## src/design/spd_pkg.sv

```systemverilog
// shared types, codes and field widths for the signal pending dispatch unit
`timescale 1ns / 1ps

package spd_pkg;

    // field widths fixed by the interface
    localparam int SIG_W      = 6;
    localparam int ADDR_W     = 48;
    localparam int PID_W      = 16;
    localparam int CFG_DATA_W = 16;
    localparam int CFG_IDX_W  = 1;

    // request codes
    typedef enum logic [1:0] {
        OP_INSTALL = 2'd0,
        OP_RAISE   = 2'd1,
        OP_RETURN  = 2'd2,
        OP_DELIVER = 2'd3
    } opcode_t;

    // status codes
    typedef enum logic [1:0] {
        ST_OK     = 2'd0,
        ST_INVAL  = 2'd1,
        ST_NOPROC = 2'd2
    } status_code_t;

    // action codes
    typedef enum logic [1:0] {
        ACT_NONE    = 2'd0,
        ACT_ENTER   = 2'd1,
        ACT_TERM    = 2'd2,
        ACT_RESTORE = 2'd3
    } action_t;

    // configuration register indexes
    typedef enum logic [CFG_IDX_W-1:0] {
        CFG_USER_THREAD = 1'b0,
        CFG_OWN_PID     = 1'b1
    } cfg_reg_t;

    // commands from the controller to the datapath
    typedef struct packed {
        logic         install_wr;
        logic         raise_set;
        logic         ret_clear;
        logic         scan_init;
        logic         scan_advance;
        logic         scan_clear;
        logic         mem_rd;
        logic         enter_handler;
        logic         res_load;
        status_code_t res_status;
        action_t      res_action;
        logic         res_sig_sel;
        logic         res_addr_sel;
    } dp_cmd_t;

    // status from the datapath to the controller
    typedef struct packed {
        logic sig_bad;
        logic sig_is_kill;
        logic pid_ok;
        logic in_handler;
        logic deliver_blocked;
        logic scan_pending;
        logic scan_is_kill;
        logic scan_is_term;
        logic scan_last;
        logic handler_zero;
    } dp_status_t;

endpackage

```

## src/design/signal_pending_dispatch_unit.sv

```systemverilog
// top level of the per-thread signal pending and dispatch unit
// install, raise, return and a blocked deliver: result beat in the cycle after accept
// deliver scan: visits signals in order from 1 and reads the handler table for each pending
// signal visited other than the kill signal; busy stays high during the scan
// a new request is taken in the cycle its predecessor's result beat is shown
// reset clears pending bits, handler valid bits and the in-handler flag; no clearing pass
`timescale 1ns / 1ps

module signal_pending_dispatch_unit #(
    parameter int SIGNAL_COUNT = 64,
    parameter int KILL_SIGNAL  = 9,
    parameter int TERM_SIGNAL  = 15
) (
    input  logic                             clk,
    input  logic                             rst_n,
    input  logic                             start,
    output logic                             busy,
    input  logic [1:0]                       opcode,
    input  logic [spd_pkg::SIG_W-1:0]        signal_number,
    input  logic [spd_pkg::ADDR_W-1:0]       handler_entry,
    input  logic [spd_pkg::PID_W-1:0]        target_pid,
    input  logic                             cfg_write,
    input  logic [spd_pkg::CFG_IDX_W-1:0]    cfg_index,
    input  logic [spd_pkg::CFG_DATA_W-1:0]   cfg_data,
    output logic                             done,
    output logic [1:0]                       status,
    output logic [1:0]                       action,
    output logic [spd_pkg::SIG_W-1:0]        delivered_signal,
    output logic [spd_pkg::ADDR_W-1:0]       handler_address
);

    spd_pkg::dp_cmd_t    cmd;
    spd_pkg::dp_status_t st;

    spd_ctrl u_ctrl (
        .clk    (clk),
        .rst_n  (rst_n),
        .start  (start),
        .opcode (opcode),
        .st     (st),
        .cmd    (cmd),
        .busy   (busy),
        .done   (done)
    );

    spd_datapath #(
        .SIGNAL_COUNT (SIGNAL_COUNT),
        .KILL_SIGNAL  (KILL_SIGNAL),
        .TERM_SIGNAL  (TERM_SIGNAL)
    ) u_datapath (
        .clk              (clk),
        .rst_n            (rst_n),
        .signal_number    (signal_number),
        .handler_entry    (handler_entry),
        .target_pid       (target_pid),
        .cfg_write        (cfg_write),
        .cfg_index        (cfg_index),
        .cfg_data         (cfg_data),
        .cmd              (cmd),
        .st               (st),
        .status           (status),
        .action           (action),
        .delivered_signal (delivered_signal),
        .handler_address  (handler_address)
    );

endmodule

```

## src/design/spd_datapath.sv

```systemverilog
// datapath: pending bits, handler table, scan counter, config and result registers
`timescale 1ns / 1ps

module spd_datapath #(
    parameter int SIGNAL_COUNT = 64,
    parameter int KILL_SIGNAL  = 9,
    parameter int TERM_SIGNAL  = 15
) (
    input  logic                             clk,
    input  logic                             rst_n,
    input  logic [spd_pkg::SIG_W-1:0]        signal_number,
    input  logic [spd_pkg::ADDR_W-1:0]       handler_entry,
    input  logic [spd_pkg::PID_W-1:0]        target_pid,
    input  logic                             cfg_write,
    input  logic [spd_pkg::CFG_IDX_W-1:0]    cfg_index,
    input  logic [spd_pkg::CFG_DATA_W-1:0]   cfg_data,
    input  spd_pkg::dp_cmd_t                 cmd,
    output spd_pkg::dp_status_t              st,
    output logic [1:0]                       status,
    output logic [1:0]                       action,
    output logic [spd_pkg::SIG_W-1:0]        delivered_signal,
    output logic [spd_pkg::ADDR_W-1:0]       handler_address
);

    localparam int SW    = spd_pkg::SIG_W;
    localparam int AW    = spd_pkg::ADDR_W;
    localparam int PW    = spd_pkg::PID_W;
    localparam int IDX_W = $clog2(SIGNAL_COUNT);
    localparam logic [SW:0]      SIG_LIMIT = (SW+1)'(SIGNAL_COUNT);
    localparam logic [SW-1:0]    KILL_CODE = SW'(KILL_SIGNAL);
    localparam logic [SW-1:0]    TERM_CODE = SW'(TERM_SIGNAL);
    localparam logic [IDX_W-1:0] LAST_IDX  = IDX_W'(SIGNAL_COUNT - 1);

    // architectural state
    logic [SIGNAL_COUNT-1:0] pending_reg, pending_next;
    logic [SIGNAL_COUNT-1:0] hvalid_reg, hvalid_next;
    logic                    in_handler_reg, in_handler_next;
    logic                    user_reg;
    logic [PW-1:0]           own_pid_reg;
    logic [IDX_W-1:0]        scan_idx_reg, scan_idx_next;

    // handler table and its registered read port
    logic [AW-1:0] handler_mem [SIGNAL_COUNT];
    logic [AW-1:0] rd_data_reg;
    logic          rd_valid_reg;

    // result beat registers
    logic [1:0]    status_reg;
    logic [1:0]    action_reg;
    logic [SW-1:0] sig_out_reg;
    logic [AW-1:0] addr_out_reg;

    logic [IDX_W-1:0] req_idx;
    logic [SW-1:0]    scan_sig;

    assign req_idx  = signal_number[IDX_W-1:0];
    assign scan_sig = SW'(scan_idx_reg);

    // status toward the controller
    always_comb
    begin
        st.sig_bad         = (signal_number == '0) || ({1'b0, signal_number} >= SIG_LIMIT);
        st.sig_is_kill     = (signal_number == KILL_CODE);
        st.pid_ok          = user_reg && (target_pid == own_pid_reg);
        st.in_handler      = in_handler_reg;
        st.deliver_blocked = !user_reg || in_handler_reg || (pending_reg == '0);
        st.scan_pending    = pending_reg[scan_idx_reg];
        st.scan_is_kill    = (scan_sig == KILL_CODE);
        st.scan_is_term    = (scan_sig == TERM_CODE);
        st.scan_last       = (scan_idx_reg == LAST_IDX);
        st.handler_zero    = !rd_valid_reg || (rd_data_reg == '0);
    end

    // next state of bitmaps, flag and scan counter
    always_comb
    begin
        pending_next    = pending_reg;
        hvalid_next     = hvalid_reg;
        in_handler_next = in_handler_reg;
        scan_idx_next   = scan_idx_reg;
        if (cmd.raise_set)
        begin
            pending_next[req_idx] = 1'b1;
        end
        if (cmd.scan_clear)
        begin
            pending_next[scan_idx_reg] = 1'b0;
        end
        if (cmd.install_wr)
        begin
            hvalid_next[req_idx] = 1'b1;
        end
        if (cmd.ret_clear)
        begin
            in_handler_next = 1'b0;
        end
        if (cmd.enter_handler)
        begin
            in_handler_next = 1'b1;
        end
        if (cmd.scan_init)
        begin
            scan_idx_next = IDX_W'(1);
        end
        else if (cmd.scan_advance)
        begin
            scan_idx_next = scan_idx_reg + 1'b1;
        end
    end

    // control state and configuration registers
    always_ff @(posedge clk or negedge rst_n)
    begin
        if (!rst_n)
        begin
            pending_reg    <= '0;
            hvalid_reg     <= '0;
            in_handler_reg <= 1'b0;
            scan_idx_reg   <= '0;
            user_reg       <= 1'b1;
            own_pid_reg    <= '0;
        end
        else
        begin
            pending_reg    <= pending_next;
            hvalid_reg     <= hvalid_next;
            in_handler_reg <= in_handler_next;
            scan_idx_reg   <= scan_idx_next;
            if (cfg_write)
            begin
                unique case (spd_pkg::cfg_reg_t'(cfg_index))
                    spd_pkg::CFG_USER_THREAD: user_reg    <= cfg_data[0];
                    spd_pkg::CFG_OWN_PID:     own_pid_reg <= cfg_data[PW-1:0];
                endcase
            end
        end
    end

    // handler table write and registered read
    always_ff @(posedge clk)
    begin
        if (cmd.install_wr)
        begin
            handler_mem[req_idx] <= handler_entry;
        end
        if (cmd.mem_rd)
        begin
            rd_data_reg  <= handler_mem[scan_idx_reg];
            rd_valid_reg <= hvalid_reg[scan_idx_reg];
        end
    end

    // result beat payload
    always_ff @(posedge clk)
    begin
        if (cmd.res_load)
        begin
            status_reg   <= cmd.res_status;
            action_reg   <= cmd.res_action;
            sig_out_reg  <= cmd.res_sig_sel ? scan_sig : '0;
            addr_out_reg <= cmd.res_addr_sel ? rd_data_reg : '0;
        end
    end

    assign status           = status_reg;
    assign action           = action_reg;
    assign delivered_signal = sig_out_reg;
    assign handler_address  = addr_out_reg;

endmodule

```

## src/design/spd_ctrl.sv

```systemverilog
// controller state machine: request decode and delivery scan sequencing
`timescale 1ns / 1ps

module spd_ctrl (
    input  logic                clk,
    input  logic                rst_n,
    input  logic                start,
    input  logic [1:0]          opcode,
    input  spd_pkg::dp_status_t st,
    output spd_pkg::dp_cmd_t    cmd,
    output logic                busy,
    output logic                done
);

    typedef enum logic [1:0] {
        S_IDLE,
        S_SCAN,
        S_LOOKUP
    } state_t;

    state_t state_reg, state_next;
    logic   done_reg, done_next;

    // next state and datapath commands
    always_comb
    begin
        state_next     = state_reg;
        done_next      = 1'b0;
        cmd            = '0;
        cmd.res_status = spd_pkg::ST_OK;
        cmd.res_action = spd_pkg::ACT_NONE;
        unique case (state_reg)
            S_IDLE:
            begin
                if (start)
                begin
                    unique case (spd_pkg::opcode_t'(opcode))
                        spd_pkg::OP_INSTALL:
                        begin
                            cmd.res_load = 1'b1;
                            done_next    = 1'b1;
                            if (st.sig_bad || st.sig_is_kill)
                            begin
                                cmd.res_status = spd_pkg::ST_INVAL;
                            end
                            else
                            begin
                                cmd.install_wr = 1'b1;
                            end
                        end
                        spd_pkg::OP_RAISE:
                        begin
                            cmd.res_load = 1'b1;
                            done_next    = 1'b1;
                            priority if (st.sig_bad)
                            begin
                                cmd.res_status = spd_pkg::ST_INVAL;
                            end
                            else if (!st.pid_ok)
                            begin
                                cmd.res_status = spd_pkg::ST_NOPROC;
                            end
                            else
                            begin
                                cmd.raise_set = 1'b1;
                            end
                        end
                        spd_pkg::OP_RETURN:
                        begin
                            cmd.res_load = 1'b1;
                            done_next    = 1'b1;
                            if (!st.in_handler)
                            begin
                                cmd.res_status = spd_pkg::ST_INVAL;
                            end
                            else
                            begin
                                cmd.ret_clear  = 1'b1;
                                cmd.res_action = spd_pkg::ACT_RESTORE;
                            end
                        end
                        spd_pkg::OP_DELIVER:
                        begin
                            if (st.deliver_blocked)
                            begin
                                cmd.res_load = 1'b1;
                                done_next    = 1'b1;
                            end
                            else
                            begin
                                cmd.scan_init = 1'b1;
                                state_next    = S_SCAN;
                            end
                        end
                    endcase
                end
            end
            // visit one signal per cycle until one is pending; fetch its handler unless it is kill
            S_SCAN:
            begin
                if (st.scan_pending)
                begin
                    cmd.scan_clear = 1'b1;
                    if (st.scan_is_kill)
                    begin
                        cmd.res_load    = 1'b1;
                        cmd.res_action  = spd_pkg::ACT_TERM;
                        cmd.res_sig_sel = 1'b1;
                        done_next       = 1'b1;
                        state_next      = S_IDLE;
                    end
                    else
                    begin
                        cmd.mem_rd = 1'b1;
                        state_next = S_LOOKUP;
                    end
                end
                else if (st.scan_last)
                begin
                    cmd.res_load = 1'b1;
                    done_next    = 1'b1;
                    state_next   = S_IDLE;
                end
                else
                begin
                    cmd.scan_advance = 1'b1;
                end
            end
            // handler word is back: enter, terminate, or drop and go on, finishing after the last signal
            S_LOOKUP:
            begin
                priority if (!st.handler_zero)
                begin
                    cmd.enter_handler = 1'b1;
                    cmd.res_load      = 1'b1;
                    cmd.res_action    = spd_pkg::ACT_ENTER;
                    cmd.res_sig_sel   = 1'b1;
                    cmd.res_addr_sel  = 1'b1;
                    done_next         = 1'b1;
                    state_next        = S_IDLE;
                end
                else if (st.scan_is_term)
                begin
                    cmd.res_load    = 1'b1;
                    cmd.res_action  = spd_pkg::ACT_TERM;
                    cmd.res_sig_sel = 1'b1;
                    done_next       = 1'b1;
                    state_next      = S_IDLE;
                end
                else if (st.scan_last)
                begin
                    cmd.res_load = 1'b1;
                    done_next    = 1'b1;
                    state_next   = S_IDLE;
                end
                else
                begin
                    cmd.scan_advance = 1'b1;
                    state_next       = S_SCAN;
                end
            end
            default:
            begin
                state_next = S_IDLE;
            end
        endcase
    end

    // state and result strobe
    always_ff @(posedge clk or negedge rst_n)
    begin
        if (!rst_n)
        begin
            state_reg <= S_IDLE;
            done_reg  <= 1'b0;
        end
        else
        begin
            state_reg <= state_next;
            done_reg  <= done_next;
        end
    end

    assign busy = (state_reg != S_IDLE);
    assign done = done_reg;

endmodule

```

## config.mk

```make
export PLATFORM = sky130hd
export DESIGN_NAME = signal_pending_dispatch_unit
export DESIGN_NICKNAME = d
export VERILOG_FILES = /design/src/design/spd_pkg.sv /design/src/design/signal_pending_dispatch_unit.sv /design/src/design/spd_datapath.sv /design/src/design/spd_ctrl.sv
export SDC_FILE = /design/constraint.sdc
export NUM_CORES = 2
export LEC_CHECK = 0
export ABC_AREA = 0
export BUFFER_PORTS_ARGS = -buffer_cell sky130_fd_sc_hd__buf_2
export CAP_MARGIN = 20
export CORE_ASPECT_RATIO = 1.25
export CORE_MARGIN = 5
export CORE_UTILIZATION = 35
export DETAILED_ROUTE_END_ITERATION = 8
export SETUP_SLACK_MARGIN = 0.15
export SKIP_CTS_REPAIR_TIMING = 1
export SLEW_MARGIN = 0
export SYNTH_ARGS = -nofsm -noshare
export SYNTH_HDL_FRONTEND = slang
export SYNTH_SLANG_ARGS = --single-unit
export TNS_END_PERCENT = 20
```

## constraint.sdc

```tcl
create_clock -name clk -period 9.8 [get_ports clk]
set_input_delay 1.96 -clock clk [delete_from_list [all_inputs] [get_ports clk]]
set_output_delay 1.96 -clock clk [all_outputs]
set_load 0.02 [all_outputs]
```

==> metrics.yaml <==
synth_top_area_cell: "edfxtp_1"
drt-pass1-iter-count: 9
cp_max_fo: 33
nNetsFinal: 7104
r2r_end: "u_datapath.rd_data_reg[7]$_DFFE_PN_"
final.setup_skew_ps: 63.3
die_x_um: 540
numCtsBuffers: 303
fmax_mhz: 177
rrSetupSlack_ps: 4720
startpoint_type: "input pin"
rsz0062_at_grt: "false"
drt_iter0_markers: 10700
io_pins: 153
cts_tree: "yes"
stdcell_area_um2: 140000
final_hold_viol_count: 0
syn_area_um2: 123000
drc: 0
dpl_cell_area_um2: 131000
syn_to_final_growth_pct: 14.2
final_common_cell: "edfxtp_1"
p_leak_nw: 44.6
worstSetupPathType: "in2reg"
fin_crit_ps: 5650
synthDistinctLibCells: 77
synth_top_family_by_area: "compound AO/OA/AOI/OAI gates"
crit_start: "signal_number[5]"
io_buffers: 152
vias: 72300
muxShareOfSynthArea_pct: 2.37
endpoint: "u_datapath.handler_mem[2][21]$_DFFE_PP_"
fin_util_pct: 40.1
powerDensity_nw_per_um2: 199
synth_edf_count: 3179
max_slew_margin_pct: 17.7
dieArea_um2: 363000
yosysSeqAreaShare_pct: 80.9
gp_congestion: 0.918
grt_pass1_wl_mm: 571
antenna_found_initial: 47
worst_hold_slack_ps: 386
hold_depth: 0
total_power_mw: 28.0
dp_hpwl_mm: 246
reg2reg_depth: 8
synth_fa_ha_area_share_pct: 0.0611
antenna_left: 0
worstPathRequired_ps: 10320
grt_pass1_vias: 69100
report.final.setup_viol: 0
yosys.area_share.simple_pct: 2.86
max-vdd-ir-drop_uv: 130
final_cell_mix: "3,179 x edfxtp_1, 918 x a22oi_1, 308 x clkbuf_16, 235 x buf_4, 228 x a221oi_1"
initial_core_util_pct: 35.1
routedWlPerCell_um: 35.1
synth-compound-area-share_pct: 12.0
cts.sinks: 3334
cap_violations: 0
htreeDepth: 5
worstMarginPinSlew_ps: 1230
clockBufferDepth: 4
grt_use_total_pct: 22.2
maxSlewViolCount: 0
hold_class: "reg2reg"
r2r_start: "u_datapath.scan_idx_reg[0]$_DFFE_PN0P_"
clk_latency_ps: 910
synthCells: 6662
status: "completed"
crit_arrival_ps: 6170
wl_mm: 418
num_rows: 243
final_layout_size_suffix_gt1_share_pct: 15.6
path_clk_slew_ps: 70
finalCritPeriodShare_pct: 57.6
synth_area_leaders: "edfxtp_1 78%, a22oi_1 5.6%, dfrtp_1 3.1%"
setup-tns-final_ps: 0
grt_start_max_net_pins: 95
root_buffer: "clkbuf_16"
synth_area_per_cell_um2: 18.4
synth_flop_cell: "edfxtp_1"
core-area_um2: 350000
ys.warnings.count: 0
die_h_um: 672
synth-async-reset-ratio_pct: 4.65
cp-end-kind: "flip-flop"
via_per_inst: 6.07
largest_register_ffs: 3072
ys_ff_latch: 3334
synth_top_area_share_pct: 77.7
synthXorXnorAreaFrac_pct: 0.121
grt_overflow: 0
## power by group
group,switching (mW),total (mW),leakage [nW],internal (mW)
sequential,0.0273,15.7,30.8,15.7
clock,5.24,11.8,4.72,6.61
combinational,0.367,0.431,9.12,0.0646
## worst max-delay path, stage by stage
cell,delay [ps]
buf_2,150
or3_1,130
buf_4,270
nor4_1,150
nor4_2,850
nand2_1,930
nor2_4,990
buf_4,640
## cells in the mapped netlist (8+ instances only)
cell type,number
nand3_1,52
or2_2,65
and3_1,53
nor3_1,18
o211ai_1,13
a22oi_1,918
nand2_1,111
nor4_1,57
buf_4,20
a221oi_1,228
inv_1,9
mux2_2,92
edfxtp_1,3179
and2_1,8
mux4_2,35
a22o_1,183
a21oi_1,155
a211oi_1,8
mux4_1,9
buf_1,79
o22ai_1,10
a222oi_1,52
buf_2,197
nor2b_1,9
dfrtp_1,154
mux2i_1,85
clkbuf_1,150
xnor2_1,16
o21ai_0,73
a31oi_1,201
a41oi_1,59
nand4_1,104
a221o_1,8
nor2_1,134
## final cells by class
class                      count  area, um2
clock inverter               153       1600
antenna                       17       42.5
timing repair buffer         397       2980
fill                       31000     210000
sequential                  3334      99400
tap                         4655       5820
clock buffer                 388       8080
inverter                      10       37.5
multi-input combinational   2959      22300
## layer usage
layer / global-route usage, % / up-vias / wire length, um
met5: 0 / - / 209
met4: 12.9 / 32 / 28100
met3: 5.69 / 954 / 49800
met2: 34.4 / 5240 / 191000
met1: 28.2 / 37400 / 149000
li1: - / 28700 / -
## worst min path at each step
stage / startpoint / slack (ps) / to
after floorplan: u_datapath.hvalid_reg[9]$_DFFE_PN0P_ / 430 / u_datapath.hvalid_reg[9]$_DFFE_PN0P_
after global placement: u_datapath.hvalid_reg[9]$_DFFE_PN0P_ / 370 / u_datapath.hvalid_reg[9]$_DFFE_PN0P_
after detailed placement: u_datapath.hvalid_reg[9]$_DFFE_PN0P_ / 370 / u_datapath.hvalid_reg[9]$_DFFE_PN0P_
after CTS: u_datapath.hvalid_reg[9]$_DFFE_PN0P_ / 390 / u_datapath.hvalid_reg[9]$_DFFE_PN0P_
after global routing: u_datapath.hvalid_reg[9]$_DFFE_PN0P_ / 410 / u_datapath.hvalid_reg[9]$_DFFE_PN0P_
final: u_datapath.hvalid_reg[9]$_DFFE_PN0P_ / 390 / u_datapath.hvalid_reg[9]$_DFFE_PN0P_
## cell families after synthesis
group,Yosys count
AOI/OAI and AO/OA,1960
muxes,221
DFF,3334
and+or+nand+nor,659
buffers and inverters,464
xor gates and xnor gates,17
other,1
adders and majority gates,6
## per-stage QoR
stage,setup WS [ps],std cells
floorplan,3790,6757
global placement,3280,11300
detailed placement,3340,11400
CTS,4230,11900
global route,3990,11900
finish,4150,11900
No activity file was read; power rests on OpenSTA's default activity.
